--- src/rtl/arpc_pkg.sv ---
package arpc_pkg;

  typedef enum logic [2:0] {
    KIND_ADD    = 3'd0,
    KIND_LOOKUP = 3'd1,
    KIND_REMOVE = 3'd2,
    KIND_PURGE  = 3'd3,
    KIND_AGE    = 3'd4
  } kind_e;

  localparam logic [31:0] NO_AGE_MARK = 32'hFFFF_FFFF;
  localparam logic [31:0] TTL_RESET   = 32'd60000;
  localparam int unsigned COUNT_MAX   = 31;

  typedef struct packed {
    logic [2:0]  kind;
    logic [31:0] ip_addr;
    logic [47:0] mac_addr;
    logic [31:0] now_ms;
  } req_t;

  typedef struct packed {
    logic        found;
    logic [47:0] mac_out;
    logic [4:0]  removed_count;
  } rsp_t;

endpackage

--- src/rtl/arpc_req_if.sv ---
interface arpc_req_if;
  logic             valid;
  logic             ready;
  arpc_pkg::req_t   data;
  modport source (output valid, output data, input ready);
  modport sink   (input valid, input data, output ready);
endinterface

--- src/rtl/arpc_front.sv ---
module arpc_front (
  input  logic           clk_i,
  input  logic           rst_ni,
  arpc_req_if.sink       req,
  input  logic           q_ready_i,
  output logic           q_valid_o,
  output arpc_pkg::req_t q_data_o
);
  // two-entry queue between front and back
  arpc_pkg::req_t mem_q [2];
  logic           wp_q, rp_q;
  logic [1:0]     cnt_q;
  logic           push, pop;

  assign req.ready = (cnt_q != 2'd2);
  assign push      = req.valid && req.ready;
  assign q_valid_o = (cnt_q != 2'd0);
  assign pop       = q_valid_o && q_ready_i;
  assign q_data_o  = mem_q[rp_q];

  always_ff @(posedge clk_i or negedge rst_ni) begin
    if (!rst_ni) begin
      wp_q  <= 1'b0;
      rp_q  <= 1'b0;
      cnt_q <= 2'd0;
    end else begin
      if (push) wp_q <= ~wp_q;
      if (pop) rp_q <= ~rp_q;
      cnt_q <= cnt_q + {1'b0, push} - {1'b0, pop};
    end
  end

  always_ff @(posedge clk_i) begin
    if (push) mem_q[wp_q] <= req.data;
  end
endmodule

--- src/flat_wrapper.sv ---
// flat-port wrapper written by rule: the top's interface ports become plain ports
module arpc_front_flat 
  (clk_i, rst_ni, q_ready_i, q_valid_o, q_data_o, req_valid, req_data, req_ready);
  arpc_req_if req_i ();
  input  logic clk_i;
  input  logic rst_ni;
  input  logic q_ready_i;
  output logic q_valid_o;
  output arpc_pkg::req_t q_data_o;
  input wire logic [$bits(req_i.valid)-1:0] req_valid;
  input wire logic [$bits(req_i.data)-1:0] req_data;
  output wire logic [$bits(req_i.ready)-1:0] req_ready;
  assign req_i.valid = req_valid;
  assign req_i.data = req_data;
  assign req_ready = req_i.ready;
  arpc_front u_core (.clk_i(clk_i), .rst_ni(rst_ni), .req(req_i), .q_ready_i(q_ready_i), .q_valid_o(q_valid_o), .q_data_o(q_data_o));
endmodule
--- config.mk ---
export PLATFORM = sky130hd
export DESIGN_NAME = arpc_front_flat
export DESIGN_NICKNAME = d
export VERILOG_FILES = /design/src/rtl/arpc_pkg.sv /design/src/rtl/arpc_req_if.sv /design/src/rtl/arpc_front.sv /design/src/flat_wrapper.sv
export SDC_FILE = /design/constraint.sdc
export NUM_CORES = 1
export LEC_CHECK = 0
export BUFFER_PORTS_ARGS = -buffer_cell sky130_fd_sc_hd__buf_2
export CAP_MARGIN = 20
export CORE_ASPECT_RATIO = 2
export CORE_MARGIN = 2
export CORE_UTILIZATION = 30
export DETAILED_ROUTE_END_ITERATION = 7
export REMOVE_ABC_BUFFERS = 1
export SKIP_LAST_GASP = 1
export SYNTH_ARGS = -nofsm -noshare
export SYNTH_HDL_FRONTEND = slang
export SYNTH_SLANG_ARGS = --single-unit
--- constraint.sdc ---
create_clock -name clk_i -period 11.7 [get_ports clk_i]
set_input_delay 0.585 -clock clk_i [delete_from_list [all_inputs] [get_ports clk_i]]
set_output_delay 0.585 -clock clk_i [all_outputs]
set_load 0.02 [all_outputs]
## Word-level counts from Yosys, hierarchy flattened

Memories as Yosys holds them, arrays and structs flattened.
Index checks and enable logic that the tools add are counted.

| storage, ports and cells | value |
|---|---|
| input port bits | 119 |
| memories | 1 |
| logic and storage cells | 14 |
| register bits | 4 |
| RAM bits | 230 |

Memory list:

| memory | depth | width | rd ports | clocked after Yosys merged registers in | write ports | RTL line | source |
|---|---|---|---|---|---|---|---|
| u_core.mem_q | 2 | 115 | 1 | 0 | 1 | arpc_front.sv:10 | `arpc_pkg::req_t mem_q [2];` |

| cells by class | value |
|---|---|
| reductions and logical operators | 3 |
| mux-type cells | 2 |
| bitwise logic cells | 2 |
| equal/unequal tests | 1 |
| $add $sub $neg | 2 |

Operators with widths:

| kind | count |
|---|---|
| 2-bit by 1-bit adder with 2-bit output | 1 |
| 1-bit logical AND | 2 |
| 1-bit 2-to-1 mux | 2 |
| 2-bit inequality test, second input constant | 1 |
| 1-bit NOT | 2 |
| 2-bit nonzero test | 1 |
| 2-bit by 1-bit subtractor with 2-bit output | 1 |

## Logic depth before layout (Yosys ltp)

| logic depth | value |
|---|---|
| word-level depth | 4 |
| depth in mapped cells | 7 |

## Worst setup path before layout

Ideal clock, no wire load.

| timing | value |
|---|---|
| path type | reg2reg |
| from | register u_core.cnt_q[1] |
| to | memory u_core.mem_q[0][0] (netlist bit) (enable) |
| data arrival time | 5.533 ns |
| setup slack | 5.577 ns |
| library setup time | 0.590 ns |
| stages on the path, launching flop included | 4 |
| period minus slack after synthesis | 6.123 ns |
| path through | dfrtp_1 nand2b_1 nand2_1 nor2_1 |

| between the ends | value |
|---|---|
| word-level cells in the longest chain between the ends | 4 |

Ends and longest elaborated chain:

| what | RTL line | source |
|---|---|---|
| start: declaration | arpc_front.sv:12 | `logic [1:0] cnt_q;` |
| start signal: assignment | arpc_front.sv:29 | `cnt_q <= cnt_q + {1'b0, push} - {1'b0, pop};` |
| 2-bit inequality test | arpc_front.sv:15 | `assign req.ready = (cnt_q != 2'd2);` |
| via req_ready | flat_wrapper.sv:12 | `output wire logic [$bits(req_i.ready)-1:0] req_ready;` |
| 1-bit logical AND | arpc_front.sv:16 | `assign push = req.valid && req.ready;` |
| 1-bit 2-to-1 mux | arpc_front.sv:34 | `if (push) mem_q[wp_q] <= req.data;` |
| 1-bit 2-to-1 mux (not written as such) | arpc_front.sv:34 |  |
| end: declaration | arpc_front.sv:10 |  |

The timed path passes the listed nets, and every way through them passes these cells.

==> impl_metrics.tcl <==
set metrics [dict create \
    status "completed" \
    stdcell_count 1004 \
    finalWorstSetupSlack_ns 8.09 \
    hp-class "in2reg" \
    ys_seq_elements 234 \
    cp_slowest_stage_delay_ns 0.99 \
    drive_gt1_share_pct 61.3 \
    ys_types 16 \
    mappedNetlistArea_um2 8660 \
    multiInputGateArea_um2 1550 \
    grtUsageTotal_pct 10.7 \
    die-area_um2 30300 \
    core_um2 28600 \
    numPlacedInstances 963 \
    cp_data_required_time_ns 11.12 \
    post-place-ws_ns 8.56 \
    grt_antenna_before_repair 2 \
    final_common_cell "buf_2" \
    dr.pass1.iters 4 \
    final_util_pct 38.4 \
    yosysTopAreaCellShare_pct 79.8 \
    gp_congestion 0.686 \
    layout_common_cells "235 x buf_2, 230 x edfxtp_1, 75 x mux2_2" \
    grt_pass1_wl_mm 24.7 \
    cts_tree "done" \
    syn_avg_cell_area_um2 23.0 \
    p_total_mw 2.88 \
    layout.nets 749 \
    setup_violations 0 \
    post-route-drc-count 0 \
    clk-insertion-delay-late_ns 0.51 \
    critPathCaptureType "output port" \
    crit_family "buffers and inverters" \
    fill_cells 2683 \
    drtIter0Drc 283 \
    fp.dieW_um 124 \
    fin_crit_sh_pct 30.9 \
    wl_per_cell_um 16.9 \
    worstPathCellList "buf_4 > mux2_2 > buf_2" \
    hpwl_mm 11.2 \
    ir_drop_mv 0.159 \
    start_util_pct 30.2 \
    grt_pass1_vias 4432 \
    synth_top_area_cell "edfxtp_1" \
    max_freq_ghz 0.277 \
    powerDensity_nw_per_um2 262 \
    final-hold-violation-count 0 \
    startpoint_type "register" \
    crit_arrival_ns 3.03 \
    synth_cells 377 \
    seq_area_frac_synth_pct 80.9 \
    critical_path_class "reg2out" \
    io_buffers 235 \
    cpMaxStageDelayCell "dfrtp_4" \
    h-tree-depth 1 \
    cts-root-buf "clkbuf_16" \
    area_growth_pct 26.8 \
    path_clk_slew_ns 0.07 \
    leakagePower_nw 4.18 \
    grt_overflow 0 \
    die_h_um 244 \
    grt_max_degree 61 \
    numCtsBuffers 22 \
    vias_per_cell 4.31 \
    ff_latch_area_um2 7010 \
    rsz0062_at_grt "false" \
    io_pins 236 \
    period_needed_ns 3.61 \
    drtAntennaViolNets 0 \
    totalWireLength_mm 17.0 \
    cp_max_fo 60 \
    max_cap_violations 0 \
    critPathBufInv 2 \
    worst_slew_pin_slew_ns 1.00 \
    slew_headroom_pct 33.3 \
    yosysWarnings 0 \
    vias 4329 \
    fin_skew_ns 0.0110 \
    drv_slew 0 \
    cts_buffer_depth 3 \
    clock-sinks 234 \
    tns_ns 0 \
    rows 88 \
    synth.area.top_cells "edfxtp_1 80%, mux2_2 9.8%, mux2_4 6.9%, dfrtp_1 1.2%, buf_6 0.78%" \
]
[flip-flops by register name, indices dropped and copies added, names as in the netlist]
| name | flops |
|---|---|
| u_core.wp_q | 1 |
| u_core.mem_q | 230 |
| u_core.cnt_q | 2 |
| u_core.rp_q | 1 |
[worst paths after layout]
kind	start	to	slack [ns]	cells past startpoint
setup / recovery	u_core.rp_q	q_data_o[62]	8.09	3
hold / removal	req_data[60]	u_core.mem_q[1][60]	0.26	1
setup reg to reg	u_core.cnt_q[1]	u_core.mem_q[1][69]	9.26	3
hold reg to reg	u_core.cnt_q[1]	u_core.cnt_q[1]	0.50	1
max in group asynchronous	rst_ni	u_core.rp_q	11.14	2
min in group asynchronous	rst_ni	u_core.rp_q	0.42	2
[kinds of logic (layout without fill, tap and decap cells)]
family	Yosys count	in the layout	synth area share (%)
and+or+nand+nor	6	6	0.376
other	0	1	0
DFF	234	234	80.9
buffers and inverters	16	282	1.31
adders and majority gates	2	2	0.289
xor gates and xnor gates	4	4	0.405
muxes	115	115	16.7
[cells in the mapped netlist, drive strengths merged]
| master | n |
|---|---|
| and2 | 1 |
| and3 | 1 |
| buf | 13 |
| dfrtp | 4 |
| edfxtp | 230 |
| ha | 2 |
| inv | 3 |
| mux2 | 115 |
| nand2 | 1 |
| nand2b | 1 |
| nor2 | 1 |
| or2 | 1 |
| xnor2 | 3 |
| xor2 | 1 |
[what timing repair did]
action,in CTS,in global routing
hold buffers,1,0
endpoints found under the hold margin,4,0
gates resized for setup,0,0
buffers inserted,0,0
[cell type report]
class | count | area share, %
Antenna cell | 1 | 0.0228
Clock buffer | 25 | 5.31
Clock inverter | 14 | 1.45
Inverter | 3 | 0.103
Multi-Input combinational cell | 127 | 14.1
Sequential cell | 234 | 63.8
Tap cell | 360 | 4.10
Timing Repair Buffer | 240 | 11.1
[metrics by stage]
step	hold WS [ns]	instance area (um2)
after floorplan	0.289	8560
after global placement	0.396	10200
after CTS	0.216	11000
final	0.257	11000
after detailed placement	0.399	10200
after global routing	0.226	11000
[power breakdown]
group          switching [mW]  leakage (nW)  internal, mW
Combinational           0.537          1.63         0.383
Sequential             0.0837          2.18          1.15
Clock                   0.302         0.371         0.427
Total                   0.923          4.18          1.96
[metal layers]
layer	up-vias	part of all wire (%)	wire, um	GRT usage, %
li1	1997	-	-	-
met1	2058	43	7240	13.8
met2	238	42	7070	15.7
met3	32	13	2250	4.87
met4	4	2.4	413	3.77
met5	-	0.12	21	0
Note: power is estimated with default switching activity, not from simulation.
